--- src/rtl/core/coh_pkg.sv ---
// ----------------------------------------------------------------------------
// coh_pkg: shared types and constants of the coherence node controller
// Field widths, operation and result codes, and the packed result beat.
// ----------------------------------------------------------------------------
package coh_pkg;

	localparam int MODE_W  = 3;
	localparam int BLOCK_W = 3;
	localparam int VALUE_W = 32;
	localparam int NODE_W  = 3;
	localparam int KIND_W  = 2;
	localparam int MSG_W   = 2;

	localparam int IN_FIELDS_W  = BLOCK_W + VALUE_W + NODE_W;
	localparam int IN_TDATA_W   = ((IN_FIELDS_W + 7) / 8) * 8;
	localparam int OUT_FIELDS_W = NODE_W + BLOCK_W + VALUE_W;
	localparam int OUT_TDATA_W  = ((OUT_FIELDS_W + 7) / 8) * 8;
	localparam int OUT_PAD_W    = OUT_TDATA_W - OUT_FIELDS_W;
	localparam int OUT_TUSER_W  = KIND_W + MSG_W;

	localparam logic [NODE_W-1:0] RESET_OWNER = NODE_W'(1);
	localparam logic [NODE_W-1:0] RESET_NODE  = NODE_W'(1);

	typedef enum logic [MODE_W-1:0] {
		MODE_READ      = 3'd0,
		MODE_WRITE     = 3'd1,
		MODE_INVAL     = 3'd2,
		MODE_FETCH_REQ = 3'd3,
		MODE_FETCH_RSP = 3'd4,
		MODE_CLAIM     = 3'd5
	} mode_t;

	typedef enum logic [KIND_W-1:0] {
		KIND_MSG        = 2'd0,
		KIND_READ_DONE  = 2'd1,
		KIND_WRITE_DONE = 2'd2
	} kind_t;

	typedef enum logic [MSG_W-1:0] {
		MSG_INVAL     = 2'd0,
		MSG_FETCH_REQ = 2'd1,
		MSG_FETCH_RSP = 2'd2,
		MSG_CLAIM     = 2'd3
	} msg_t;

	typedef enum logic [2:0] {
		SEQ_INVAL = 3'b001,
		SEQ_CLAIM = 3'b010,
		SEQ_LAST  = 3'b100
	} seq_t;

	typedef struct packed {
		kind_t               kind;
		msg_t                msg;
		logic [NODE_W-1:0]   dest;
		logic [BLOCK_W-1:0]  blk;
		logic [VALUE_W-1:0]  value;
		logic                last;
	} result_t;

endpackage

--- src/rtl/core/coherence_node_controller.sv ---
// ----------------------------------------------------------------------------
// coherence_node_controller: one node of an owner-directory coherence scheme
// Path: an input beat is registered in the input stage, its result beat in the result stage.
// Throughput: one input beat per cycle while the output is free and no write is in progress;
// a local write holds off input while its 2*(NODES-1)+1 result beats pass the single result stage after the read.
// Reset: valid, pending and written flags clear at once; no clearing pass.
// ----------------------------------------------------------------------------
module coherence_node_controller #(
	parameter int NODES      = 4,
	parameter int BLOCKS     = 8,
	parameter int DATA_WIDTH = 32
) (
	input  logic                                clk,
	input  logic                                arst_n,
	input  logic                                cfg_we,
	input  logic [coh_pkg::NODE_W-1:0]          cfg_wdata,   // node_number
	input  logic                                s_tvalid,
	output logic                                s_tready,
	input  logic [coh_pkg::IN_TDATA_W-1:0]      s_tdata,     // block, value, source_node
	input  logic [coh_pkg::MODE_W-1:0]          s_tuser,     // mode
	output logic                                m_tvalid,
	input  logic                                m_tready,
	output logic [coh_pkg::OUT_TDATA_W-1:0]     m_tdata,     // destination, result_block, result_value
	output logic [coh_pkg::OUT_TUSER_W-1:0]     m_tuser,     // out_kind, message_type
	output logic                                m_tlast
);

	localparam int DEPTH = (BLOCKS < (1 << coh_pkg::BLOCK_W)) ? BLOCKS : (1 << coh_pkg::BLOCK_W);
	localparam int AW    = (DEPTH > 1) ? $clog2(DEPTH) : 1;
	localparam int CW    = ($clog2(NODES + 2) > coh_pkg::NODE_W) ? $clog2(NODES + 2)
		: coh_pkg::NODE_W;

	localparam logic [CW-1:0] NODES_C = CW'(NODES);
	localparam logic [CW-1:0] ONE_C   = CW'(1);
	localparam logic [CW-1:0] TWO_C   = CW'(2);

	logic [coh_pkg::NODE_W-1:0]  node_q;
	logic [coh_pkg::NODE_W-1:0]  me;
	logic [CW-1:0]               me_c;
	logic [CW-1:0]               first_peer;

	logic                        valid_s1;
	coh_pkg::mode_t              mode_s1;
	logic [coh_pkg::BLOCK_W-1:0] blk_s1;
	logic [coh_pkg::VALUE_W-1:0] value_s1;
	logic [coh_pkg::NODE_W-1:0]  src_s1;

	coh_pkg::seq_t               seq_q;
	logic [CW-1:0]               peer_q;
	logic [CW-1:0]               peer_inc;
	logic [CW-1:0]               peer_next;

	logic [DEPTH-1:0]            valid_q;
	logic [DEPTH-1:0]            pend_q;

	logic                        out_valid_q;
	coh_pkg::result_t            out_q;

	logic                        in_fire;
	logic [AW-1:0]               addr;
	logic                        blk_ok;
	logic                        src_ok;
	logic [coh_pkg::NODE_W-1:0]  rd_owner;
	logic [DATA_WIDTH-1:0]       rd_data;
	logic [coh_pkg::VALUE_W-1:0] data_out;
	logic [DATA_WIDTH-1:0]       val_dw;

	logic                        emit;
	logic                        last_seq;
	coh_pkg::result_t            res;
	logic                        wr_req;
	logic [coh_pkg::NODE_W-1:0]  wr_owner;
	logic [DATA_WIDTH-1:0]       wr_data;
	logic                        set_valid;
	logic                        clr_valid;
	logic                        set_pend;
	logic                        clr_pend;
	logic                        out_free;
	logic                        step_ok;
	logic                        commit;
	logic                        advance;

	always_comb begin
		if (node_q == '0) begin
			me = coh_pkg::NODE_W'(1);
		end else if (CW'(node_q) > NODES_C) begin
			me = coh_pkg::NODE_W'(NODES);
		end else begin
			me = node_q;
		end
		me_c       = CW'(me);
		first_peer = (me_c == ONE_C) ? TWO_C : ONE_C;
		peer_inc   = peer_q + ONE_C;
		peer_next  = (peer_inc == me_c) ? peer_inc + ONE_C : peer_inc;
	end

	assign in_fire  = s_tvalid && s_tready;
	assign out_free = !out_valid_q || m_tready;

	always_ff @(posedge clk or negedge arst_n) begin
		if (!arst_n) begin
			node_q <= coh_pkg::RESET_NODE;
		end else if (cfg_we) begin
			node_q <= cfg_wdata;
		end
	end

	coh_store #(
		.DEPTH      (DEPTH),
		.AW         (AW),
		.DATA_WIDTH (DATA_WIDTH)
	) u_store (
		.clk      (clk),
		.arst_n   (arst_n),
		.rd_en    (in_fire),
		.rd_addr  (s_tdata[AW-1:0]),
		.wr_en    (commit && wr_req),
		.wr_addr  (addr),
		.wr_owner (wr_owner),
		.wr_data  (wr_data),
		.rd_owner (rd_owner),
		.rd_data  (rd_data)
	);

	assign addr     = blk_s1[AW-1:0];
	assign blk_ok   = ({{(32 - coh_pkg::BLOCK_W){1'b0}}, blk_s1} < 32'(BLOCKS));
	assign src_ok   = (src_s1 != '0) && (CW'(src_s1) <= NODES_C);
	assign data_out = coh_pkg::VALUE_W'(rd_data);
	assign val_dw   = DATA_WIDTH'(value_s1);

	always_comb begin
		emit      = 1'b0;
		last_seq  = 1'b1;
		res       = '0;
		res.blk   = blk_s1;
		res.last  = 1'b1;
		wr_req    = 1'b0;
		wr_owner  = rd_owner;
		wr_data   = rd_data;
		set_valid = 1'b0;
		clr_valid = 1'b0;
		set_pend  = 1'b0;
		clr_pend  = 1'b0;
		if (blk_ok) begin
			unique case (mode_s1)
				coh_pkg::MODE_READ: begin
					emit = 1'b1;
					if (valid_q[addr] || (rd_owner == me)) begin
						res.kind  = coh_pkg::KIND_READ_DONE;
						res.value = data_out;
					end else begin
						res.kind = coh_pkg::KIND_MSG;
						res.msg  = coh_pkg::MSG_FETCH_REQ;
						res.dest = rd_owner;
						set_pend = 1'b1;
					end
				end
				coh_pkg::MODE_WRITE: begin
					emit = 1'b1;
					unique case (seq_q)
						coh_pkg::SEQ_INVAL: begin
							last_seq = 1'b0;
							res.kind = coh_pkg::KIND_MSG;
							res.msg  = coh_pkg::MSG_INVAL;
							res.dest = coh_pkg::NODE_W'(peer_q);
							res.last = 1'b0;
						end
						coh_pkg::SEQ_CLAIM: begin
							last_seq = 1'b0;
							res.kind = coh_pkg::KIND_MSG;
							res.msg  = coh_pkg::MSG_CLAIM;
							res.dest = coh_pkg::NODE_W'(peer_q);
							res.last = 1'b0;
						end
						default: begin
							res.kind  = coh_pkg::KIND_WRITE_DONE;
							res.value = coh_pkg::VALUE_W'(val_dw);
							wr_req    = 1'b1;
							wr_owner  = me;
							wr_data   = val_dw;
							set_valid = 1'b1;
						end
					endcase
				end
				coh_pkg::MODE_INVAL: begin
					clr_valid = 1'b1;
				end
				coh_pkg::MODE_FETCH_REQ: begin
					if (src_ok) begin
						emit      = 1'b1;
						res.kind  = coh_pkg::KIND_MSG;
						res.msg   = coh_pkg::MSG_FETCH_RSP;
						res.dest  = src_s1;
						res.value = data_out;
					end
				end
				coh_pkg::MODE_FETCH_RSP: begin
					wr_req    = 1'b1;
					wr_data   = val_dw;
					set_valid = 1'b1;
					if (pend_q[addr]) begin
						emit      = 1'b1;
						clr_pend  = 1'b1;
						res.kind  = coh_pkg::KIND_READ_DONE;
						res.value = coh_pkg::VALUE_W'(val_dw);
					end
				end
				coh_pkg::MODE_CLAIM: begin
					if (src_ok) begin
						wr_req   = 1'b1;
						wr_owner = src_s1;
					end
				end
				default: begin
				end
			endcase
		end
	end

	assign step_ok  = valid_s1 && (!emit || out_free);
	assign commit   = step_ok && last_seq;
	assign advance  = step_ok && !last_seq;
	assign s_tready = !valid_s1 || commit;

	always_ff @(posedge clk) begin
		if (in_fire) begin
			mode_s1  <= coh_pkg::mode_t'(s_tuser);
			blk_s1   <= s_tdata[coh_pkg::BLOCK_W-1:0];
			value_s1 <= s_tdata[coh_pkg::BLOCK_W +: coh_pkg::VALUE_W];
			src_s1   <= s_tdata[coh_pkg::BLOCK_W + coh_pkg::VALUE_W +: coh_pkg::NODE_W];
		end
		if (step_ok && emit) begin
			out_q <= res;
		end
	end

	always_ff @(posedge clk or negedge arst_n) begin
		if (!arst_n) begin
			valid_s1    <= 1'b0;
			seq_q       <= coh_pkg::SEQ_INVAL;
			peer_q      <= ONE_C;
			valid_q     <= '0;
			pend_q      <= '0;
			out_valid_q <= 1'b0;
		end else begin
			if (in_fire) begin
				valid_s1 <= 1'b1;
				seq_q    <= coh_pkg::SEQ_INVAL;
				peer_q   <= first_peer;
			end else if (commit) begin
				valid_s1 <= 1'b0;
			end else if (advance) begin
				if (peer_next > NODES_C) begin
					peer_q <= first_peer;
					seq_q  <= (seq_q == coh_pkg::SEQ_INVAL) ? coh_pkg::SEQ_CLAIM
						: coh_pkg::SEQ_LAST;
				end else begin
					peer_q <= peer_next;
				end
			end
			if (commit) begin
				if (set_valid) begin
					valid_q[addr] <= 1'b1;
				end else if (clr_valid) begin
					valid_q[addr] <= 1'b0;
				end
				if (set_pend) begin
					pend_q[addr] <= 1'b1;
				end else if (clr_pend) begin
					pend_q[addr] <= 1'b0;
				end
			end
			if (step_ok && emit) begin
				out_valid_q <= 1'b1;
			end else if (m_tready) begin
				out_valid_q <= 1'b0;
			end
		end
	end

	assign m_tvalid = out_valid_q;
	assign m_tdata  = {{coh_pkg::OUT_PAD_W{1'b0}}, out_q.value, out_q.blk, out_q.dest};
	assign m_tuser  = {out_q.msg, out_q.kind};
	assign m_tlast  = out_q.last;

	// A write's broadcast holds off new input until its completion beat.
	a_write_blocks_input: assert property (@(posedge clk) disable iff (!arst_n)
		valid_s1 && (mode_s1 == coh_pkg::MODE_WRITE) && (seq_q != coh_pkg::SEQ_LAST)
		|-> !s_tready)
		else $error("input accepted during a write broadcast");

	// A write completion is always the final beat of its item.
	a_write_done_last: assert property (@(posedge clk) disable iff (!arst_n)
		out_valid_q && (out_q.kind == coh_pkg::KIND_WRITE_DONE) |-> out_q.last)
		else $error("write completion without last");

	// Broadcast messages never go to this node itself.
	a_no_self_broadcast: assert property (@(posedge clk) disable iff (!arst_n)
		out_valid_q && (out_q.kind == coh_pkg::KIND_MSG)
		&& ((out_q.msg == coh_pkg::MSG_INVAL) || (out_q.msg == coh_pkg::MSG_CLAIM))
		|-> (out_q.dest != me))
		else $error("broadcast addressed to own node");

endmodule

--- src/rtl/core/coh_store.sv ---
// ----------------------------------------------------------------------------
// coh_store: block data and owner memory
// Synchronous memory with a registered read, a same-edge write bypass,
// and per-entry written flags so that unwritten entries read as reset values.
// ----------------------------------------------------------------------------
module coh_store #(
	parameter int DEPTH      = 8,
	parameter int AW         = 3,
	parameter int DATA_WIDTH = 32
) (
	input  logic                        clk,
	input  logic                        arst_n,
	input  logic                        rd_en,
	input  logic [AW-1:0]               rd_addr,
	input  logic                        wr_en,
	input  logic [AW-1:0]               wr_addr,
	input  logic [coh_pkg::NODE_W-1:0]  wr_owner,
	input  logic [DATA_WIDTH-1:0]       wr_data,
	output logic [coh_pkg::NODE_W-1:0]  rd_owner,
	output logic [DATA_WIDTH-1:0]       rd_data
);

	localparam int WORD_W = coh_pkg::NODE_W + DATA_WIDTH;

	logic [WORD_W-1:0] mem_q [DEPTH];
	logic [WORD_W-1:0] rd_word_q;
	logic [WORD_W-1:0] byp_word_q;
	logic [WORD_W-1:0] word;
	logic [AW-1:0]     rd_addr_q;
	logic              byp_q;
	logic [DEPTH-1:0]  written_q;

	always_ff @(posedge clk) begin
		if (wr_en) begin
			mem_q[wr_addr] <= {wr_owner, wr_data};
		end
		if (rd_en) begin
			rd_word_q  <= mem_q[rd_addr];
			rd_addr_q  <= rd_addr;
			byp_word_q <= {wr_owner, wr_data};
		end
	end

	always_ff @(posedge clk or negedge arst_n) begin
		if (!arst_n) begin
			written_q <= '0;
			byp_q     <= 1'b0;
		end else begin
			if (wr_en) begin
				written_q[wr_addr] <= 1'b1;
			end
			if (rd_en) begin
				byp_q <= wr_en && (wr_addr == rd_addr);
			end
		end
	end

	always_comb begin
		word = byp_q ? byp_word_q : rd_word_q;
		if (written_q[rd_addr_q]) begin
			rd_owner = word[WORD_W-1 -: coh_pkg::NODE_W];
			rd_data  = word[DATA_WIDTH-1:0];
		end else begin
			rd_owner = coh_pkg::RESET_OWNER;
			rd_data  = '0;
		end
	end

endmodule

--- config.mk ---
export PLATFORM = sky130hd
export DESIGN_NAME = coherence_node_controller
export DESIGN_NICKNAME = d
export VERILOG_FILES = /design/src/rtl/core/coh_pkg.sv /design/src/rtl/core/coherence_node_controller.sv /design/src/rtl/core/coh_store.sv
export SDC_FILE = /design/constraint.sdc
export NUM_CORES = 1
export LEC_CHECK = 0
export BUFFER_PORTS_ARGS = -buffer_cell sky130_fd_sc_hd__buf_4
export CAP_MARGIN = 20
export CELL_PAD_IN_SITES_DETAIL_PLACEMENT = 1
export CELL_PAD_IN_SITES_GLOBAL_PLACEMENT = 1
export CORE_MARGIN = 5
export CORE_UTILIZATION = 48
export DETAILED_ROUTE_END_ITERATION = 16
export MAX_ROUTING_LAYER = met4
export PLACE_DENSITY_LB_ADDON = 0.08
export SYNTH_ARGS = -nofsm -noshare
export SYNTH_HDL_FRONTEND = slang
export SYNTH_SLANG_ARGS = --single-unit
--- constraint.sdc ---
create_clock -name clk -period 3.9 [get_ports clk]
set_input_delay 0.195 -clock clk [delete_from_list [all_inputs] [get_ports clk]]
set_output_delay 0.195 -clock clk [all_outputs]
set_load 0.05 [all_outputs]
==> results.json <==
{
  "status": "complete, no violations",
  "hp-class": "in -> reg",
  "crit_path_end": "u_store.rd_word_q[12]$_DFFE_PP_",
  "grt.overflow.total": 0,
  "dieHeight_um": 208,
  "initial_core_util": 0.485,
  "clk_pin_slew_ps": 60,
  "final_max_slew_viol_count": 0,
  "pwr-share-clk": 0.379,
  "synth_top_flop_cell": "edfxtp_1",
  "yosys_warnings": 0,
  "synth-edff-count": 434,
  "grt_pass1_wl_um": 65700,
  "io-pin-count": 98,
  "multi_input_area_um2": 4690,
  "drc_errors": 0,
  "hold_viol": 0,
  "viasPerCell": 5.66,
  "yosys.cell_count.top_type": "edfxtp_1",
  "rsz0062_at_grt": "no",
  "cp_data_required_time_ps": 4200,
  "drive_above_1_share": 0.312,
  "grt-busiest-layer": "met2",
  "ys_seq_area_frac": 0.742,
  "place_ws_ps": 767,
  "cts_setup_buffers": 0,
  "ant_nets": 0,
  "synth_top_area_share": 0.693,
  "setup_viol": 0,
  "maxCapViolCount": 0,
  "path_depth": 6,
  "h-tree-depth": 2,
  "cts-root-buf": "clkbuf_16",
  "rows": 72,
  "clock_path_buffers": 3,
  "setup_slack_ps": 760,
  "num_vias": 9712,
  "dr.pass1.iters": 4,
  "fin_area_um2": 22400,
  "peakVddDrop_mv": 0.346,
  "timing.rr.end": "u_store.rd_word_q[12]$_DFFE_PP_",
  "fill_cells": 3427,
  "crit_start": "mode_s1[2]$_DFFE_PP_",
  "grt_usage": 0.203,
  "avgSynthCellArea_um2": 18.9,
  "relSlewSlack": 0.287,
  "critPathKind": "reg -> reg",
  "whs_ps": 82.6,
  "synth.cell_area_um2": 18800,
  "use_met2": 0.330,
  "synth_cells": 992,
  "synthTopCellsByArea": "edfxtp_1, mux4_2, mux2_2",
  "p_per_area_nw_per_um2": 533,
  "final-instance-count-excl-fill": 1717,
  "tns_ps": 0,
  "drtIter0Drc": 654,
  "slowest_delay_ps": 600,
  "place.gp.congestion": 0.782,
  "crit_fanout": 44,
  "rrSetupSlack_ps": 760,
  "internal-power_uw": 9130,
  "dpl_cell_area_um2": 20400,
  "power.leakage_uw": 0.00766,
  "grt_util_met1": 0.273,
  "tightestPinTransition_ps": 1060,
  "power_frac_seq": 0.511,
  "fin_crit_sh": 0.805,
  "cp_data_arrival_time_ps": 3440,
  "comb_power_share": 0.110,
  "r2r_start": "mode_s1[2]$_DFFE_PP_",
  "grt_pass1_vias": 10600,
  "ys_types": 54,
  "async_flop_share": 0.0766,
  "core-area_um2": 38700,
  "wl_per_cell_um": 24.6,
  "path_delay_family": "simple AND/OR/NAND/NOR gates",
  "fin_crit_ps": 3140,
  "swShare": 0.236,
  "synthToLayoutAreaGrowth_pct": 19.3,
  "synth_common_cells": "edfxtp_1, mux2_2, mux4_2, nor2_1, mux2i_1",
  "crit_chain": "nand2b_1 > or2_2 > or3_1 > o2111ai_1 > clkinvlp_4 > buf_12",
  "fmax_ghz": 0.318,
  "finish.net_count": 1212,
  "timing.critical_path.buf_inv": 2,
  "crit_slowest_cell": "edfxtp_1",
  "dieArea_um2": 43200,
  "wirelength_um": 42300,
  "die_width_um": 208,
  "ctsResizeCount": 0,
  "numCtsBuffers": 49,
  "yosysTopAreaCell": "edfxtp_1",
  "fin_skew_ps": 21.8,
  "reg2reg_depth": 6,
  "place_inst": 1582,
  "portBuffers": 93,
  "start_kind": "flip-flop",
  "seq_area_um2": 13900,
  "use_met3": 0.0343,
  "tritoncts": "yes",
  "clkLatencyLatePin_ps": 570,
  "yosys_register_bits": 470,
  "antenna_found_initial": 0,
  "power.net_switching_uw": 2820,
  "grt_max_degree": 45,
  "dp_hpwl_um": 23500,
  "end_kind": "flip-flop",
  "clkSinkCount": 470,
  "num_antenna_cells": 0
}
cells by family (layout without fill, tap and decap cells):
logic type | after synthesis | in the layout | share of synthesized area
buffers and inverters | 60 | 266 | 0.0136
AO/OA/AOI/OAI | 101 | 101 | 0.0407
adder cells (fa/ha/maj) | 2 | 2 | 0.00133
XOR/XNOR | 8 | 8 | 0.00373
flip-flops | 470 | 470 | 0.742
multiplexers | 200 | 200 | 0.161
other | 1 | 2 | 0.000200
AND/OR/NAND/NOR | 150 | 150 | 0.0375
state kept, by name, summed over array words and instances, names as in the netlist, 4 cells and up, named ones only:
register / count
u_store.mem_q: 280
m_tdata: 38
u_store.rd_word_q: 35
u_store.byp_word_q: 35
u_store.written_q: 8
m_tuser: 4
val_dw: 32
per-layer routing:
layer	vias to the layer above	share of wire	wire length [µm]
met1	5153	0.44	18800
met4	0	0.016	676
met5	-	0	0
li1	4312	-	-
met2	196	0.50	21100
met3	51	0.042	1770
through the flow:
step / util / power (µW)
4_1_cts: 0.579 / 12100
5_1_grt: 0.579 / 12500
2_1_floorplan: - / 7020
6_report: 0.579 / 11900
3_3_place_gp: 0.527 / 7450
3_5_place_dp: 0.527 / 7490
cell usage in the layout (no fill, tap or decap), types with 7 or more instances in the layout:
cell type	n
dfrtp_1	32
a22o_1	35
o21ai_0	17
o21bai_1	8
mux2_2	78
buf_4	108
inv_1	7
nand2b_1	12
clkinv_1	13
a21oi_1	9
clkbuf_1	12
clkbuf_16	51
dlygate4sd3_1	44
edfxtp_1	434
nor2_4	9
nor2_1	59
mux4_2	74
nand2_1	27
buf_12	15
o21ai_2	8
mux2i_1	45
power groups by stage:
| stage | combinational, µW | clock [µW] | sequential (µW) |
|---|---|---|---|
| 4_1_cts | 1330 | 4660 | 6100 |
| 3_5_place_dp | 1290 | 0 | 6200 |
| 6_report | 1310 | 4530 | 6100 |
| 5_1_grt | 1430 | 4910 | 6120 |
| 3_3_place_gp | 1260 | 0 | 6190 |
| 2_1_floorplan | 778 | 0 | 6240 |
timing repair:
action | in CTS | in global routing
hold endpoints to repair | 78 | 0
hold buffers | 44 | 0
endpoints found under the setup margin | 0 | 0
worst min-delay path by stage:
| stage | start | end | slack [ps] | cells past startpoint |
|---|---|---|---|---|
| 2_1_floorplan | arst_n | asynchronous set/reset pin | -100 | 0 |
| 3_3_place_gp | arst_n | asynchronous set/reset pin | 200 | 1 |
| 3_5_place_dp | arst_n | asynchronous set/reset pin | 200 | 1 |
| 4_1_cts | m_tready | m_tvalid$_DFFE_PN0P_ | 30 | 3 |
| 5_1_grt | m_tready | m_tvalid$_DFFE_PN0P_ | 70 | 3 |
| 6_report | m_tready | m_tvalid$_DFFE_PN0P_ | 80 | 3 |
final cells by class:
class                           count  share of cell area
Sequential cell                   470               0.621
Multi-Input combinational cell    463               0.209
Timing Repair Buffer              167              0.0692
Clock buffer                       63              0.0589
Tap cell                          518              0.0289
Clock inverter                     28              0.0109
Inverter                            8             0.00151
tightest hold or removal path: cells and delay by family:
kind	cells	cell delay, ps
compound gates	1	110
buf+inv	1	90
simple gates	1	200
(Power assumes the default switching activity.)
